[config.mk]
export PLATFORM = sky130hd
export DESIGN_NAME = button_click_classifier
export DESIGN_NICKNAME = d
export VERILOG_FILES = /design/src/sv/bcc_pkg.sv /design/src/sv/button_click_classifier.sv
export SDC_FILE = /design/constraint.sdc
export NUM_CORES = 1
export LEC_CHECK = 0
export BUFFER_PORTS_ARGS = -buffer_cell sky130_fd_sc_hd__buf_4
export CAP_MARGIN = 5
export CORE_ASPECT_RATIO = 0.5
export CORE_MARGIN = 1
export CORE_UTILIZATION = 45
export CTS_CLUSTER_DIAMETER = 120
export DETAILED_ROUTE_END_ITERATION = 16
export HOLD_SLACK_MARGIN = 0.1
export PLACE_DENSITY = 0.7
export SLEW_MARGIN = 20
export SYNTH_ARGS = -nofsm -noshare
export SYNTH_HDL_FRONTEND = slang
export SYNTH_SLANG_ARGS = --single-unit
export TNS_END_PERCENT = 30
[constraint.sdc]
create_clock -name i_clk -period 8.6 [get_ports i_clk]
set_clock_uncertainty 0.2 [all_clocks]
set_input_delay 1.29 -clock i_clk [delete_from_list [all_inputs] [get_ports i_clk]]
set_output_delay 1.29 -clock i_clk [all_outputs]
set_load 0.05 [all_outputs]
[src/sv/bcc_pkg.sv]
// Package for the button click classifier: widths, mode and event codes,
// configuration register indexes and reset values. No dependencies.
package bcc_pkg;

    localparam int TIME_WIDTH = 32;
    localparam int CFG_WIDTH  = 16;
    localparam int IDX_WIDTH  = 3;
    localparam int EV_WIDTH   = 3;
    localparam int MODE_WIDTH = 3;

    typedef logic [TIME_WIDTH-1:0] t_time;
    typedef logic [CFG_WIDTH-1:0]  t_cfg;
    typedef logic [EV_WIDTH-1:0]   t_event;
    typedef logic [MODE_WIDTH-1:0] t_mode;
    typedef logic [IDX_WIDTH-1:0]  t_cfg_idx;

    localparam t_mode M_IDLE     = 3'd0;
    localparam t_mode M_PRESSED  = 3'd1;
    localparam t_mode M_REL_WAIT = 3'd2;
    localparam t_mode M_PRESSED2 = 3'd3;
    localparam t_mode M_REL2     = 3'd4;
    localparam t_mode M_PRESSED3 = 3'd5;

    localparam t_event EV_NONE    = 3'd0;
    localparam t_event EV_SHORT   = 3'd1;
    localparam t_event EV_LONG    = 3'd2;
    localparam t_event EV_XLONG   = 3'd3;
    localparam t_event EV_DOUBLE  = 3'd4;
    localparam t_event EV_TRIPLE  = 3'd5;
    localparam t_event EV_DLONG   = 3'd6;
    localparam t_event EV_FACTORY = 3'd7;

    localparam t_cfg_idx CFG_DEBOUNCE = 3'd0;
    localparam t_cfg_idx CFG_WINDOW   = 3'd1;
    localparam t_cfg_idx CFG_LONG     = 3'd2;
    localparam t_cfg_idx CFG_XLONG    = 3'd3;
    localparam t_cfg_idx CFG_FACTORY  = 3'd4;

    localparam t_cfg RST_DEBOUNCE = 16'd50;
    localparam t_cfg RST_WINDOW   = 16'd300;
    localparam t_cfg RST_LONG     = 16'd1000;
    localparam t_cfg RST_XLONG    = 16'd3000;
    localparam t_cfg RST_FACTORY  = 16'd10000;

endpackage

[src/sv/button_click_classifier.sv]
// Button click classifier: debounce plus click/long-press state machine.
// Depends on bcc_pkg.
//
//  channel | valid        | stall        | payload
//  --------+--------------+--------------+-----------------------------
//  in      | i_in_valid   | o_in_stall   | i_raw_level, i_time_ms
//  out     | o_out_valid  | i_out_stall  | o_click_event, o_is_pressed
//  cfg     | i_cfg_we     | (none)       | i_cfg_idx, i_cfg_data
//
// One word per cycle while the result is not stalled; each word passes the input register, then the result register.
// The state update sits between the two registers, two subtract-compares deep
// (debounce, then hold or click window).
// Synchronous active-low reset: idle mode, levels released, cfg defaults.
// A stalled result holds; the input register keeps taking words until it
// is full behind the stalled result.
module button_click_classifier (
    input  logic                 i_clk,
    input  logic                 i_rst_n,
    input  logic                 i_in_valid,
    output logic                 o_in_stall,
    input  logic                 i_raw_level,
    input  bcc_pkg::t_time       i_time_ms,
    output logic                 o_out_valid,
    input  logic                 i_out_stall,
    output bcc_pkg::t_event      o_click_event,
    output logic                 o_is_pressed,
    input  logic                 i_cfg_we,
    input  bcc_pkg::t_cfg_idx    i_cfg_idx,
    input  bcc_pkg::t_cfg        i_cfg_data
);
    import bcc_pkg::*;

    t_cfg   r_deb, r_win, r_long, r_xlong, r_fact;

    logic   r_in_vld;
    logic   r_in_raw;
    t_time  r_in_time;

    logic   r_out_vld;
    t_event r_out_ev;
    logic   r_out_pressed;

    t_mode  r_mode, n_mode;
    logic   r_prev_raw;
    logic   r_stable, n_stable;
    t_time  r_last_chg, n_last_chg;
    t_time  r_press_stamp, n_press_stamp;
    t_time  r_release_stamp, n_release_stamp;
    logic   r_long_f, n_long_f;
    logic   r_xlong_f, n_xlong_f;
    logic   r_fact_f, n_fact_f;
    t_event n_ev;

    logic   out_take;
    logic   stage_move;
    logic   in_take;
    logic   deb_ok;
    t_time  held;
    t_time  since;

    assign out_take   = !r_out_vld || !i_out_stall;
    assign stage_move = r_in_vld && out_take;
    assign o_in_stall = r_in_vld && !out_take;
    assign in_take    = i_in_valid && !o_in_stall;

    // config
    always_ff @(posedge i_clk) begin
        if (!i_rst_n) begin
            r_deb   <= RST_DEBOUNCE;
            r_win   <= RST_WINDOW;
            r_long  <= RST_LONG;
            r_xlong <= RST_XLONG;
            r_fact  <= RST_FACTORY;
        end else if (i_cfg_we) begin
            unique case (i_cfg_idx)
                CFG_DEBOUNCE: r_deb   <= i_cfg_data;
                CFG_WINDOW:   r_win   <= i_cfg_data;
                CFG_LONG:     r_long  <= i_cfg_data;
                CFG_XLONG:    r_xlong <= i_cfg_data;
                CFG_FACTORY:  r_fact  <= i_cfg_data;
                default: ;
            endcase
        end
    end

    // input register
    always_ff @(posedge i_clk) begin
        if (!i_rst_n) begin
            r_in_vld <= 1'b0;
        end else if (!o_in_stall) begin
            r_in_vld <= i_in_valid;
        end
    end

    always_ff @(posedge i_clk) begin
        if (in_take) begin
            r_in_raw  <= i_raw_level;
            r_in_time <= i_time_ms;
        end
    end

    // next state for the word in the input register
    always_comb begin
        n_mode          = r_mode;
        n_stable        = r_stable;
        n_last_chg      = r_last_chg;
        n_press_stamp   = r_press_stamp;
        n_release_stamp = r_release_stamp;
        n_long_f        = r_long_f;
        n_xlong_f       = r_xlong_f;
        n_fact_f        = r_fact_f;
        n_ev            = EV_NONE;

        if (r_in_raw != r_prev_raw) begin
            n_last_chg = r_in_time;
        end
        deb_ok = (r_in_raw == r_prev_raw)
               && ((r_in_time - r_last_chg) > TIME_WIDTH'(r_deb));

        if (deb_ok && (r_in_raw != r_stable)) begin
            n_stable = r_in_raw;
            if (!r_in_raw) begin
                n_press_stamp = r_in_time;
                n_long_f      = 1'b0;
                n_xlong_f     = 1'b0;
                n_fact_f      = 1'b0;
                unique case (r_mode)
                    M_IDLE:     n_mode = M_PRESSED;
                    M_REL_WAIT: n_mode = M_PRESSED2;
                    M_REL2:     n_mode = M_PRESSED3;
                    default:    n_mode = r_mode;
                endcase
            end else begin
                n_release_stamp = r_in_time;
                unique case (r_mode)
                    M_PRESSED:  n_mode = (r_long_f || r_xlong_f) ? M_IDLE : M_REL_WAIT;
                    M_PRESSED2: n_mode = r_long_f ? M_IDLE : M_REL2;
                    M_PRESSED3: begin
                        n_ev   = EV_TRIPLE;
                        n_mode = M_IDLE;
                    end
                    default:    n_mode = M_IDLE;
                endcase
            end
        end

        held  = r_in_time - n_press_stamp;
        since = r_in_time - n_release_stamp;

        if (!n_stable) begin
            priority if (!n_fact_f && (held >= TIME_WIDTH'(r_fact))) begin
                n_fact_f = 1'b1;
                n_ev     = EV_FACTORY;
            end else if (!n_xlong_f && (held >= TIME_WIDTH'(r_xlong))) begin
                n_xlong_f = 1'b1;
                n_ev      = EV_XLONG;
            end else if (!n_long_f && (held >= TIME_WIDTH'(r_long))) begin
                n_long_f = 1'b1;
                n_ev     = (n_mode == M_PRESSED2) ? EV_DLONG : EV_LONG;
            end else begin
            end
        end else if (since > TIME_WIDTH'(r_win)) begin
            if (n_mode == M_REL_WAIT) begin
                n_ev   = EV_SHORT;
                n_mode = M_IDLE;
            end else if (n_mode == M_REL2) begin
                n_ev   = EV_DOUBLE;
                n_mode = M_IDLE;
            end
        end
    end

    // classifier state
    always_ff @(posedge i_clk) begin
        if (!i_rst_n) begin
            r_mode          <= M_IDLE;
            r_prev_raw      <= 1'b1;
            r_stable        <= 1'b1;
            r_last_chg      <= '0;
            r_press_stamp   <= '0;
            r_release_stamp <= '0;
            r_long_f        <= 1'b0;
            r_xlong_f       <= 1'b0;
            r_fact_f        <= 1'b0;
        end else if (stage_move) begin
            r_mode          <= n_mode;
            r_prev_raw      <= r_in_raw;
            r_stable        <= n_stable;
            r_last_chg      <= n_last_chg;
            r_press_stamp   <= n_press_stamp;
            r_release_stamp <= n_release_stamp;
            r_long_f        <= n_long_f;
            r_xlong_f       <= n_xlong_f;
            r_fact_f        <= n_fact_f;
        end
    end

    // result register
    always_ff @(posedge i_clk) begin
        if (!i_rst_n) begin
            r_out_vld <= 1'b0;
        end else if (out_take) begin
            r_out_vld <= r_in_vld;
        end
    end

    always_ff @(posedge i_clk) begin
        if (stage_move) begin
            r_out_ev      <= n_ev;
            r_out_pressed <= !n_stable;
        end
    end

    assign o_out_valid   = r_out_vld;
    assign o_click_event = r_out_ev;
    assign o_is_pressed  = r_out_pressed;

endmodule

==> flow_results.xml, run 1 <==
<?xml version="1.0" encoding="UTF-8"?>
<metrics>
  <group name="synth">
    <metric name="synthesis.nets" unit="">2234</metric>
    <metric name="synthesized_flop_and_latch_total" unit="">223</metric>
    <metric name="synth_sequential_area_ratio" unit="%">29.48</metric>
    <metric name="syn_area" unit="sq um">16400</metric>
    <metric name="synth.yosys.warnings" unit="">0</metric>
    <metric name="yosys.area.top_type" unit="">sky130_fd_sc_hd__dfxtp_1</metric>
    <metric name="yosysTopAreaCellShare" unit="%">22.70</metric>
    <metric name="post_synth_edffs" unit="">37</metric>
    <metric name="netlist_instances" unit="">2004</metric>
    <metric name="yosys.cell_types.count" unit="">88</metric>
    <metric name="synth_area_per_cell" unit="sq um">8.185</metric>
    <metric name="yosys-top-cells-area" unit="">sky130_fd_sc_hd__dfxtp_1, sky130_fd_sc_hd__ha_1, sky130_fd_sc_hd__nand2_1, sky130_fd_sc_hd__edfxtp_1, sky130_fd_sc_hd__a21boi_0</metric>
    <metric name="postSynth.topFlopCell" unit="">sky130_fd_sc_hd__dfxtp_1</metric>
    <metric name="postSynth.asyncResetShare" unit="%">0</metric>
  </group>
  <group name="die">
    <metric name="fp.coreArea" unit="sq um">35930</metric>
    <metric name="design.die.area" unit="sq um">37260</metric>
    <metric name="die-height" unit="um">137</metric>
    <metric name="die-width" unit="um">272.0</metric>
    <metric name="boundaryPins" unit="">63</metric>
    <metric name="initial_utilization" unit="%">45.65</metric>
    <metric name="fp-row-count" unit="">49</metric>
  </group>
  <group name="final_layout">
    <metric name="stdcell_count" unit="">2754</metric>
    <metric name="postLayoutCellArea" unit="sq um">20180</metric>
    <metric name="multi_input_comb_area" unit="sq um">11030</metric>
    <metric name="share_of_final_layout_standard_cells_stronger_than_drive_strength_1" unit="%">19.60</metric>
    <metric name="area_growth" unit="%">23.03</metric>
    <metric name="num_antenna_cells" unit="">0</metric>
    <metric name="fillerInstances" unit="">3268</metric>
    <metric name="final-seq-area" unit="sq um">4835</metric>
    <metric name="nets" unit="">2483</metric>
    <metric name="finish.utilization" unit="%">56.17</metric>
  </group>
  <group name="global_route">
    <metric name="grt_util_all_layers" unit="%">26.76</metric>
    <metric name="grt_antenna_before_repair" unit="">2</metric>
    <metric name="grt_max_degree" unit="">107</metric>
    <metric name="grt_first_pass_wirelength" unit="mm">77.51</metric>
    <metric name="grt_pass1_vias" unit="">14296</metric>
    <metric name="gr-total-overflow" unit="">0</metric>
  </group>
  <group name="pwr">
    <metric name="power.net_switching" unit="mW">1.091</metric>
    <metric name="combPwrFrac" unit="%">34.6</metric>
    <metric name="p_clk_share" unit="%">30.8</metric>
    <metric name="sw_frac_of_total" unit="%">33.06</metric>
    <metric name="power_density_of_the_placed_cells" unit="nW/um^2">163.6</metric>
    <metric name="pnr_total_power" unit="mW">3.301</metric>
    <metric name="seq_power_share" unit="%">34.6</metric>
    <metric name="static-leakage-power" unit="nW">8.891</metric>
    <metric name="internal_power" unit="mW">2.210</metric>
    <metric name="peak_supply_drop" unit="V">0.0001377</metric>
  </group>
  <group name="setup_path">
    <metric name="critical_path.startpoint_type" unit="">flip-flop</metric>
    <metric name="crit_path_top_delay_cell" unit="">sky130_fd_sc_hd__edfxtp_1</metric>
    <metric name="worstReg2RegStart" unit="">r_in_time[2]</metric>
    <metric name="crit_required" unit="ns">8.71</metric>
    <metric name="cpPeakStageDelay" unit="ns">0.43</metric>
    <metric name="maximum_net_fanout_on_the_critical_path" unit="">4</metric>
    <metric name="endpoint_kind" unit="">flip-flop</metric>
    <metric name="crit-reg2reg-capture" unit="">o_click_event[2]</metric>
    <metric name="setup.worst_path.class" unit="">flip-flop to flip-flop</metric>
    <metric name="cp.arrival" unit="ns">8.97</metric>
    <metric name="worst_r2r_path_depth" unit="">49</metric>
    <metric name="ff2ff_setup_slack" unit="ns">-0.26</metric>
    <metric name="most_prevalent_standard_cell_on_the_critical_path" unit="">sky130_fd_sc_hd__buf_4</metric>
  </group>
  <group name="clocking">
    <metric name="total_clock_buffers_created_by_cts" unit="">23</metric>
    <metric name="worst_setup_hold_path_clk_slew" unit="ns">0.07</metric>
    <metric name="clkSinkCount" unit="">223</metric>
    <metric name="root_buffer" unit="">sky130_fd_sc_hd__clkbuf_16</metric>
    <metric name="cts-hold-fix-buffers" unit="">0</metric>
    <metric name="tritoncts" unit="">built</metric>
    <metric name="ctsHtreeMaxLevel" unit="">1</metric>
    <metric name="clk_latency_worst_skew_pair" unit="ns">0.55</metric>
    <metric name="clock_path_buffers" unit="">3</metric>
  </group>
  <group name="sta">
    <metric name="relSlewSlack" unit="%">25.41</metric>
    <metric name="final-hold-violation-count" unit="">0</metric>
    <metric name="timing.final.max_slew_violations" unit="">0</metric>
    <metric name="rsz0062_at_grt" unit="">true</metric>
    <metric name="worst_pin_slew" unit="ns">1.119</metric>
    <metric name="period_share" unit="%">103.0</metric>
    <metric name="final_period_minus_worst_setup_slack" unit="ns">8.860</metric>
    <metric name="timing.final.ws_setup" unit="ns">-0.2596</metric>
    <metric name="max_clock_freq" unit="MHz">112.9</metric>
    <metric name="setup-violations-final" unit="">6</metric>
  </group>
  <group name="run_status">
    <metric name="run_status" unit="">complete, but fails checks</metric>
    <metric name="failed_checks" unit="">setup timing</metric>
  </group>
  <group name="hold_path">
    <metric name="worstHoldStart" unit="">r_last_chg[30]</metric>
    <metric name="whs_endpoint" unit="">r_last_chg[30]</metric>
    <metric name="worst_hold_path_type" unit="">flip-flop to flip-flop</metric>
    <metric name="worst_hold_path.num_cells" unit="">2</metric>
  </group>
  <group name="route">
    <metric name="drt_first_pass_iters" unit="">6</metric>
    <metric name="final_antenna_net_count" unit="">0</metric>
    <metric name="totalWireLength" unit="mm">50.90</metric>
    <metric name="via_per_inst" unit="">5.679</metric>
    <metric name="detailroute.via_count" unit="">15641</metric>
    <metric name="drc_errors" unit="">0</metric>
    <metric name="initialDrtViolationCount" unit="">1378</metric>
    <metric name="wire_per_inst" unit="um">18.48</metric>
  </group>
  <group name="placed_design">
    <metric name="numPortBuffers" unit="">62</metric>
    <metric name="detailedPlacementHpwl" unit="mm">38.97</metric>
    <metric name="globalplace.congestion" unit="">1.002</metric>
    <metric name="placed_cells" unit="">2671</metric>
    <metric name="dpl_cell_area" unit="sq um">18820</metric>
  </group>
  <group name="job">
    <metric name="timing.max_cap.violations" unit="">0</metric>
  </group>
</metrics>
## per-layer routing
layer / global-route usage [%] / vias up / share of wire, %
met5: 0 / - / 0
met1: 39.20 / 7470 / 49
met2: 38.41 / 481 / 40
li1: - / 7634 / -
met3: 8.070 / 56 / 10
met4: 4.713 / 0 / 1.4
## worst max path at each step
stage | from | slack (ns) | endpoint | cells past startpoint
after floorplan | r_in_time[1] | 0.02 | o_click_event[2] | 45
after global placement | r_in_time[0] | -0.39 | o_click_event[2] | 48
after detailed placement | r_in_time[0] | -0.56 | o_click_event[2] | 46
after CTS | r_in_time[0] | -0.07 | o_click_event[2] | 48
after global routing | r_in_time[2] | -0.75 | o_click_event[2] | 48
final | r_in_time[2] | -0.26 | o_click_event[2] | 49
## cells in the final DEF (no fill, tap or decap), drive strengths merged, types with 7 or more instances in the layout
cell type,synthesis,layout
a21boi,101,101
xor2,24,24
dfxtp,186,186
nor2b,26,26
o211ai,45,45
inv,143,144
ha,170,170
or2,9,9
nand3,34,34
clkbuf,65,36
nand2b,31,31
or3,7,7
and3,10,10
and2,10,10
nor3b,9,9
o21ai,79,79
o21a,27,27
nor2,86,86
o2111ai,8,8
o211a,58,58
nand4,22,22
a21oi,116,116
nor3,26,26
xnor2,36,36
nor4,12,12
edfxtp,37,37
a31oi,12,12
a21o,55,55
mux2i,66,66
nand2,359,359
buf,30,319
## critical path: cells and delay by family (launching register included)
family | cells | cell delay [ns]
muxes | 2 | 0.33
DFF | 1 | 0.43
adders and majority gates | 4 | 1.08
buffers and inverters | 7 | 0.97
AOI/OAI and AO/OA | 21 | 3.42
and+or+nand+nor | 14 | 2.03
xor gates and xnor gates | 1 | 0.15
## synth_stat cells, types with 37 or more instances
| cell | n |
|---|---|
| sky130_fd_sc_hd__a21boi_0 | 100 |
| sky130_fd_sc_hd__a21o_1 | 55 |
| sky130_fd_sc_hd__a21oi_1 | 110 |
| sky130_fd_sc_hd__clkbuf_1 | 64 |
| sky130_fd_sc_hd__dfxtp_1 | 186 |
| sky130_fd_sc_hd__edfxtp_1 | 37 |
| sky130_fd_sc_hd__ha_1 | 170 |
| sky130_fd_sc_hd__inv_1 | 143 |
| sky130_fd_sc_hd__mux2i_1 | 66 |
| sky130_fd_sc_hd__nand2_1 | 358 |
| sky130_fd_sc_hd__nor2_1 | 86 |
| sky130_fd_sc_hd__o211a_1 | 58 |
| sky130_fd_sc_hd__o211ai_1 | 45 |
| sky130_fd_sc_hd__o21ai_0 | 72 |
## kinds of logic after synthesis
| family | Yosys count | share of synthesized area (%) |
|---|---|---|
| DFF | 223 | 29.48 |
| muxes | 70 | 4.302 |
| AOI/OAI and AO/OA | 580 | 25.51 |
| xor gates and xnor gates | 60 | 3.204 |
| buffers and inverters | 239 | 5.736 |
| and+or+nand+nor | 657 | 18.32 |
| adders and majority gates | 175 | 13.46 |
## registers in the layout (all words and copies together) (netlist names), 32 cells and up
| name | cells |
|---|---|
| r_in_time | 32 |
| r_last_chg | 32 |
| r_press_stamp | 32 |
| r_release_stamp | 32 |
## power by group through the flow
| stage | Combinational, mW | Sequential (mW) | Clock (mW) |
|---|---|---|---|
| after global routing | 1.25 | 1.15 | 1.07 |
| after global placement | 1.04 | 1.16 | 0 |
| final | 1.14 | 1.14 | 1.02 |
| after floorplan | 0.672 | 1.16 | 0 |
| after CTS | 1.10 | 1.14 | 1.02 |
| after detailed placement | 1.06 | 1.16 | 0 |
## cell type report
cell class	count	share of cell area [%]
clock buffer	36	3.348
clock inverter	6	0.3100
inverter	144	2.685
multi-input combinational	1542	54.68
sequential	223	23.96
tap	484	3.001
timing repair buffer	319	12.02
## through the flow
stage	hold WS, ns	setup slack, ns	TNS, ns
after detailed placement	0.2596	-0.5567	-2.838
final	0.2657	-0.2596	-0.9988
after global placement	0.2532	-0.3941	-1.738
after global routing	0.2877	-0.7455	-4.717
after floorplan	0.2435	0.01605	0
after CTS	0.2685	-0.06891	-0.1390
## timing repair
item	in CTS	in global routing
endpoints found under the setup margin	8	8
hold endpoints to repair	0	0
buffers inserted	38	2
pin swaps	34	14
gates resized for setup	44	24
Note: power is estimated with default switching activity, not from simulation.
==> run 2: changes to the inputs <==
Settings changed: CORE_UTILIZATION 45 to 40, PLACE_DENSITY 0.7 to 0.65.
==> flow_results.xml, run 2 (same netlist as run 1, synthesis figures left out) <==
<?xml version="1.0" encoding="UTF-8"?>
<metrics>
  <group name="route">
    <metric name="via_per_inst" unit="">5.492</metric>
    <metric name="drc_errors" unit="">0</metric>
    <metric name="drt_first_pass_iters" unit="">6</metric>
    <metric name="initialDrtViolationCount" unit="">1173</metric>
    <metric name="final_antenna_net_count" unit="">0</metric>
    <metric name="detailroute.via_count" unit="">15405</metric>
    <metric name="wire_per_inst" unit="um">18.18</metric>
    <metric name="totalWireLength" unit="mm">50.99</metric>
  </group>
  <group name="setup_path">
    <metric name="crit_required" unit="ns">8.69</metric>
    <metric name="endpoint_of_the_most_critical_setup_path" unit="">o_click_event[2]</metric>
    <metric name="ff2ff_setup_slack" unit="ns">-0.17</metric>
    <metric name="maximum_net_fanout_on_the_critical_path" unit="">4</metric>
    <metric name="worst_r2r_path_depth" unit="">44</metric>
    <metric name="cp.arrival" unit="ns">8.86</metric>
    <metric name="crit-reg2reg-capture" unit="">o_click_event[2]</metric>
    <metric name="crit_path_top_delay_cell" unit="">sky130_fd_sc_hd__a2111o_1</metric>
    <metric name="setup.worst_path.class" unit="">flip-flop to flip-flop</metric>
    <metric name="critical_path.startpoint_type" unit="">flip-flop</metric>
    <metric name="timing.critical_path.from" unit="">r_in_time[0]</metric>
    <metric name="cpPeakStageDelay" unit="ns">0.40</metric>
    <metric name="endpoint_kind" unit="">flip-flop</metric>
    <metric name="worstReg2RegStart" unit="">r_in_time[0]</metric>
  </group>
  <group name="clocking">
    <metric name="clock_path_buffers" unit="">3</metric>
    <metric name="ctsHtreeMaxLevel" unit="">1</metric>
    <metric name="clkSinkCount" unit="">223</metric>
    <metric name="worst_setup_hold_path_clk_slew" unit="ns">0.06</metric>
    <metric name="tritoncts" unit="">built</metric>
    <metric name="clk_latency_worst_skew_pair" unit="ns">0.54</metric>
    <metric name="total_clock_buffers_created_by_cts" unit="">24</metric>
    <metric name="root_buffer" unit="">sky130_fd_sc_hd__clkbuf_16</metric>
  </group>
  <group name="placed_design">
    <metric name="placed_cells" unit="">2736</metric>
    <metric name="detailedPlacementHpwl" unit="mm">39.68</metric>
    <metric name="globalplace.congestion" unit="">0.9172</metric>
    <metric name="place_ws" unit="ns">-0.5576</metric>
    <metric name="dpl_cell_area" unit="sq um">18970</metric>
    <metric name="numPortBuffers" unit="">62</metric>
  </group>
  <group name="die">
    <metric name="die-width" unit="um">288.4</metric>
    <metric name="fp.coreArea" unit="sq um">40400</metric>
    <metric name="fp-row-count" unit="">52</metric>
    <metric name="die-height" unit="um">145.2</metric>
    <metric name="design.die.area" unit="sq um">41870</metric>
    <metric name="initial_utilization" unit="%">40.60</metric>
    <metric name="boundaryPins" unit="">63</metric>
  </group>
  <group name="sta">
    <metric name="fin_hold_ws" unit="ns">0.2632</metric>
    <metric name="timing.final.max_slew_violations" unit="">0</metric>
    <metric name="worst_pin_slew" unit="ns">1.094</metric>
    <metric name="final-hold-violation-count" unit="">0</metric>
    <metric name="max_clock_freq" unit="MHz">114.0</metric>
    <metric name="rsz0062_at_grt" unit="">true</metric>
    <metric name="relSlewSlack" unit="%">27.10</metric>
    <metric name="timing.final.ws_setup" unit="ns">-0.1750</metric>
    <metric name="accumulated_negative_setup_slack" unit="ns">-0.5872</metric>
    <metric name="setup-violations-final" unit="">5</metric>
    <metric name="final_period_minus_worst_setup_slack" unit="ns">8.775</metric>
    <metric name="period_share" unit="%">102.0</metric>
  </group>
  <group name="pwr">
    <metric name="pnr_total_power" unit="mW">3.323</metric>
    <metric name="power_density_of_the_placed_cells" unit="nW/um^2">164.1</metric>
    <metric name="static-leakage-power" unit="nW">8.895</metric>
    <metric name="peak_supply_drop" unit="V">0.0001271</metric>
  </group>
  <group name="global_route">
    <metric name="grt_first_pass_wirelength" unit="mm">79.25</metric>
    <metric name="grt_pass1_vias" unit="">14317</metric>
    <metric name="grt_util_all_layers" unit="%">24.22</metric>
    <metric name="grt_antenna_before_repair" unit="">1</metric>
    <metric name="grt_max_degree" unit="">105</metric>
    <metric name="gr-total-overflow" unit="">0</metric>
  </group>
  <group name="run_status">
    <metric name="failed_checks" unit="">setup timing</metric>
    <metric name="run_status" unit="">complete, but fails checks</metric>
  </group>
  <group name="final_layout">
    <metric name="layout.cells.most_common" unit="">sky130_fd_sc_hd__nand2_1</metric>
    <metric name="fillerInstances" unit="">3829</metric>
    <metric name="area_growth" unit="%">23.46</metric>
    <metric name="postLayoutCellArea" unit="sq um">20250</metric>
    <metric name="num_antenna_cells" unit="">0</metric>
    <metric name="finish.utilization" unit="%">50.12</metric>
    <metric name="stdcell_count" unit="">2805</metric>
    <metric name="layout.cells.most_common_list" unit="">sky130_fd_sc_hd__nand2_1, sky130_fd_sc_hd__buf_4, sky130_fd_sc_hd__dfxtp_1, sky130_fd_sc_hd__ha_1, sky130_fd_sc_hd__inv_1</metric>
    <metric name="share_of_final_layout_standard_cells_stronger_than_drive_strength_1" unit="%">19.74</metric>
    <metric name="nets" unit="">2477</metric>
  </group>
  <group name="hold_path">
    <metric name="worstHoldStart" unit="">r_last_chg[29]</metric>
    <metric name="worst_hold_path_type" unit="">flip-flop to flip-flop</metric>
  </group>
  <group name="job">
    <metric name="timing.max_cap.violations" unit="">0</metric>
  </group>
</metrics>
run 2: layout make-up:
class / instances / area, sq um / share of cell area, %
Multi-Input combinational cell: 1542 / 11040 / 54.54
Sequential cell: 223 / 4835 / 23.87
Timing Repair Buffer: 312 / 2371 / 11.71
Clock buffer: 37 / 723.2 / 3.571
Tap cell: 540 / 675.6 / 3.336
Inverter: 144 / 541.8 / 2.675
Clock inverter: 7 / 60.06 / 0.2966
run 2: worst min path at each step:
stage,to,slack (ns),depth (start not counted)
after CTS,r_last_chg[3],0.27,2
final,r_last_chg[29],0.26,2
after floorplan,r_deb[10],0.24,2
after global placement,r_last_chg[30],0.25,2
after detailed placement,r_last_chg[3],0.26,2
after global routing,r_fact[2],0.28,2
run 2: where the power goes:
| group | switching [mW] | internal [mW] | leakage (nW) |
|---|---|---|---|
| sequential | 0.0338 | 1.11 | 1.88 |
| combinational | 0.604 | 0.524 | 6.63 |
| clock | 0.444 | 0.610 | 0.388 |
run 2: per-layer routing:
metal	share of wire, %	vias up	GRT usage [%]
met3	10	64	6.934
met5	0	-	0
met4	1.6	0	4.339
li1	-	7653	-
met2	39	437	33.56
met1	49	7251	36.70
run 2: worst max-delay path, delay by kind of cell (launching register included):
kind | cells | cell delay, ns
xor gates and xnor gates | 2 | 0.24
DFF | 1 | 0.35
and+or+nand+nor | 16 | 2.53
muxes | 2 | 0.36
AOI/OAI and AO/OA | 16 | 3.21
adders and majority gates | 6 | 1.52
buffers and inverters | 2 | 0.10
run 2: what timing repair did:
action | in CTS | in global routing
cloned | 0 | 0
pin swaps | 44 | 15
hold buffers | 0 | 0
buffers inserted | 16 | 10
resized for setup | 51 | 25
setup endpoints to repair | 8 | 8
==> run 3: changes to the inputs <==
Settings changed: ABC_AREA set to 1, SLEW_MARGIN 20 to 5, TNS_END_PERCENT 30 to 10.
==> flow_results.xml, run 3 <==
<?xml version="1.0" encoding="UTF-8"?>
<metrics>
  <group name="setup_path">
    <metric name="maximum_net_fanout_on_the_critical_path" unit="">10</metric>
    <metric name="setup.worst_path.class" unit="">flip-flop to flip-flop</metric>
    <metric name="crit-reg2reg-capture" unit="">o_click_event[0]</metric>
    <metric name="endpoint_of_the_most_critical_setup_path" unit="">o_click_event[0]</metric>
    <metric name="cpPeakStageDelay" unit="ns">0.43</metric>
    <metric name="ff2ff_setup_slack" unit="ns">0.74</metric>
    <metric name="crit_path_top_delay_cell" unit="">sky130_fd_sc_hd__edfxtp_1</metric>
    <metric name="endpoint_kind" unit="">flip-flop</metric>
    <metric name="cp_num_cells" unit="">45</metric>
    <metric name="worst_r2r_path_depth" unit="">45</metric>
    <metric name="crit_required" unit="ns">8.70</metric>
    <metric name="top_delay_family_on_crit_path" unit="">simple AND/OR/NAND/NOR gates</metric>
    <metric name="path_buf_inv" unit="">3</metric>
    <metric name="worstReg2RegStart" unit="">r_in_time[11]</metric>
    <metric name="cp.arrival" unit="ns">7.96</metric>
    <metric name="timing.critical_path.from" unit="">r_in_time[11]</metric>
    <metric name="critical_path.startpoint_type" unit="">flip-flop</metric>
    <metric name="most_prevalent_standard_cell_on_the_critical_path" unit="">sky130_fd_sc_hd__nand2_1</metric>
  </group>
  <group name="synth">
    <metric name="synth_area_per_cell" unit="sq um">6.729</metric>
    <metric name="synth_top_cells_by_count" unit="">sky130_fd_sc_hd__nand2_1, sky130_fd_sc_hd__inv_1, sky130_fd_sc_hd__a21oi_1</metric>
    <metric name="synthesis.nets" unit="">2703</metric>
    <metric name="synth_fa_ha_area_share" unit="%">13.14</metric>
    <metric name="yosys-mux-area-fraction" unit="%">0.7218</metric>
    <metric name="post_synth_edffs" unit="">37</metric>
    <metric name="synth_sequential_area_ratio" unit="%">29.05</metric>
    <metric name="synth-xor-area-share" unit="%">3.000</metric>
    <metric name="dominant_combinational_cell_family_by_area_after_synthesis" unit="">simple AND/OR/NAND/NOR gates</metric>
    <metric name="synth.yosys.warnings" unit="">0</metric>
    <metric name="synthSimpleGateAreaFrac" unit="%">23.33</metric>
    <metric name="synthesized_flop_and_latch_total" unit="">223</metric>
    <metric name="synth_compound_gate_area_share" unit="%">18.57</metric>
    <metric name="synth.most_common_cell" unit="">sky130_fd_sc_hd__nand2_1</metric>
    <metric name="netlist_instances" unit="">2473</metric>
    <metric name="yosysTopAreaCellShare" unit="%">22.38</metric>
    <metric name="postSynth.asyncResetShare" unit="%">0</metric>
    <metric name="yosys.cell_types.count" unit="">53</metric>
    <metric name="postSynth.topFlopCell" unit="">sky130_fd_sc_hd__dfxtp_1</metric>
    <metric name="syn_area" unit="sq um">16640</metric>
    <metric name="yosys-top-cells-area" unit="">sky130_fd_sc_hd__dfxtp_1, sky130_fd_sc_hd__nand2_1, sky130_fd_sc_hd__ha_1, sky130_fd_sc_hd__inv_1, sky130_fd_sc_hd__a21oi_1</metric>
    <metric name="yosys.area.top_type" unit="">sky130_fd_sc_hd__dfxtp_1</metric>
  </group>
  <group name="route">
    <metric name="totalWireLength" unit="mm">51.31</metric>
    <metric name="via_per_inst" unit="">5.103</metric>
    <metric name="detailroute.via_count" unit="">15804</metric>
    <metric name="drt_first_pass_iters" unit="">5</metric>
    <metric name="initialDrtViolationCount" unit="">1361</metric>
    <metric name="final_antenna_net_count" unit="">0</metric>
    <metric name="drc_errors" unit="">0</metric>
    <metric name="wire_per_inst" unit="um">16.57</metric>
  </group>
  <group name="sta">
    <metric name="period_share" unit="%">91.42</metric>
    <metric name="final_period_minus_worst_setup_slack" unit="ns">7.862</metric>
    <metric name="setup-violations-final" unit="">0</metric>
    <metric name="max_clock_freq" unit="MHz">127.2</metric>
    <metric name="accumulated_negative_setup_slack" unit="ns">0</metric>
    <metric name="timing.final.max_slew_violations" unit="">0</metric>
    <metric name="final-hold-violation-count" unit="">0</metric>
    <metric name="relSlewSlack" unit="%">25.34</metric>
    <metric name="fin_hold_ws" unit="ns">0.2612</metric>
    <metric name="worst_pin_slew" unit="ns">1.120</metric>
  </group>
  <group name="final_layout">
    <metric name="nets" unit="">2769</metric>
    <metric name="share_of_final_layout_standard_cells_stronger_than_drive_strength_1" unit="%">9.425</metric>
    <metric name="layout.cells.most_common" unit="">sky130_fd_sc_hd__nand2_1</metric>
    <metric name="layout.cells.most_common_list" unit="">sky130_fd_sc_hd__nand2_1, sky130_fd_sc_hd__inv_1, sky130_fd_sc_hd__a21oi_1, sky130_fd_sc_hd__o21ai_0, sky130_fd_sc_hd__dfxtp_1</metric>
    <metric name="multi_input_comb_area" unit="sq um">10010</metric>
    <metric name="area_growth" unit="%">13.39</metric>
    <metric name="final-seq-area" unit="sq um">4835</metric>
    <metric name="num_antenna_cells" unit="">0</metric>
    <metric name="finish.utilization" unit="%">46.33</metric>
    <metric name="stdcell_count" unit="">3097</metric>
    <metric name="fillerInstances" unit="">4216</metric>
  </group>
  <group name="die">
    <metric name="die-height" unit="um">146.2</metric>
    <metric name="design.die.area" unit="sq um">42470</metric>
    <metric name="initial_utilization" unit="%">40.86</metric>
    <metric name="die-width" unit="um">290.5</metric>
    <metric name="fp.coreArea" unit="sq um">40730</metric>
    <metric name="boundaryPins" unit="">63</metric>
    <metric name="fp-row-count" unit="">52</metric>
  </group>
  <group name="pwr">
    <metric name="peak_supply_drop" unit="V">0.0001116</metric>
    <metric name="pnr_total_power" unit="mW">3.456</metric>
    <metric name="power_density_of_the_placed_cells" unit="nW/um^2">183.2</metric>
    <metric name="static-leakage-power" unit="nW">9.311</metric>
  </group>
  <group name="placed_design">
    <metric name="globalplace.congestion" unit="">0.9799</metric>
    <metric name="detailedPlacementHpwl" unit="mm">39.83</metric>
    <metric name="placed_cells" unit="">3039</metric>
    <metric name="numPortBuffers" unit="">62</metric>
  </group>
  <group name="clocking">
    <metric name="total_clock_buffers_created_by_cts" unit="">24</metric>
    <metric name="ctsHtreeMaxLevel" unit="">1</metric>
    <metric name="clk_latency_worst_skew_pair" unit="ns">0.55</metric>
    <metric name="clock_path_buffers" unit="">3</metric>
    <metric name="worst_setup_hold_path_clk_slew" unit="ns">0.07</metric>
    <metric name="clkSinkCount" unit="">223</metric>
    <metric name="tritoncts" unit="">built</metric>
    <metric name="root_buffer" unit="">sky130_fd_sc_hd__clkbuf_16</metric>
  </group>
  <group name="run_status">
    <metric name="run_status" unit="">finished clean</metric>
  </group>
  <group name="global_route">
    <metric name="grt_max_degree" unit="">107</metric>
    <metric name="grt_util_all_layers" unit="%">23.79</metric>
    <metric name="grt_antenna_before_repair" unit="">0</metric>
    <metric name="grt_first_pass_wirelength" unit="mm">79.36</metric>
    <metric name="gr-total-overflow" unit="">0</metric>
    <metric name="grt_pass1_vias" unit="">14105</metric>
  </group>
  <group name="job">
    <metric name="timing.max_cap.violations" unit="">0</metric>
  </group>
  <group name="hold_path">
    <metric name="worst_hold_path_type" unit="">flip-flop to flip-flop</metric>
  </group>
</metrics>
==> run 3: changes by cell type after synthesis, sizes merged, moves of 66 or more <==
cell	delta
inv	+323
nand2	+237
o21ai	+129
a21oi	+112
a21boi	-93
nand3	+66
==> run 3: worst min-delay path by stage <==
stage                  startpoint  depth (start not counted)             to
detailed placement  r_last_chg[5]                          2  r_last_chg[5]
CTS                   r_xlong[10]                          2    r_xlong[10]
global route            r_fact[7]                          2      r_fact[7]
floorplan           r_last_chg[2]                          2  r_last_chg[2]
finish                  r_long[1]                          2      r_long[1]
global placement        r_long[2]                          2      r_long[2]
==> run 3: layer usage <==
metal	track usage (%)	part of all wire, %	vias to the layer above
li1	-	-	8188
met1	34.33	49	7134
met2	36.44	42	414
met3	3.806	6.1	68
met4	6.825	2.9	0
met5	0	0	-
==> run 3: logic make-up after synthesis <==
group	after synthesis
XOR/XNOR	57
flip-flops	223
AO/OA/AOI/OAI	553
buffers and inverters	535
multiplexers	12
AND/OR/NAND/NOR	920
adder cells (fa/ha/maj)	173
==> run 3: through the flow <==
stage / worst slack (ns) / area (sq um)
floorplan: 0.9468 / 16640
global placement: 0.3079 / 17760
detailed placement: 0.1268 / 17760
CTS: 0.08149 / 18540
global route: -0.04730 / 18870
finish: 0.7379 / 18870
==> run 3: worst register-to-register path, delay by kind of cell, from the launching register on <==
family / cells / cell delay, ns
fa+ha+maj: 4 / 1.32
flops: 1 / 0.43
compound gates: 9 / 1.48
buf+inv: 3 / 0.45
simple gates: 27 / 3.13
xor+xnor: 2 / 0.57
==> run 3: what timing repair did <==
| action | CTS | global route |
|---|---|---|
| resized for setup | 0 | 47 |
| setup buffers | 0 | 14 |
| endpoints found under the setup margin | 0 | 8 |
| hold buffers | 0 | 0 |
==> run 3: final cells by class <==
| cell class | instances | area share [%] |
|---|---|---|
| inverters | 469 | 9.330 |
| repair buffers | 106 | 4.257 |
| clock buffers | 37 | 3.826 |
| multi-input cells | 1715 | 53.05 |
| well taps | 540 | 3.581 |
| flip-flops and latches | 223 | 25.62 |
| clock inverters | 7 | 0.3382 |
==> run 3: power breakdown <==
| part | internal [mW] | total [mW] | switching (mW) |
|---|---|---|---|
| sequential | 1.12 | 1.16 | 0.0347 |
| clock | 0.608 | 1.07 | 0.463 |
| combinational | 0.445 | 1.23 | 0.782 |
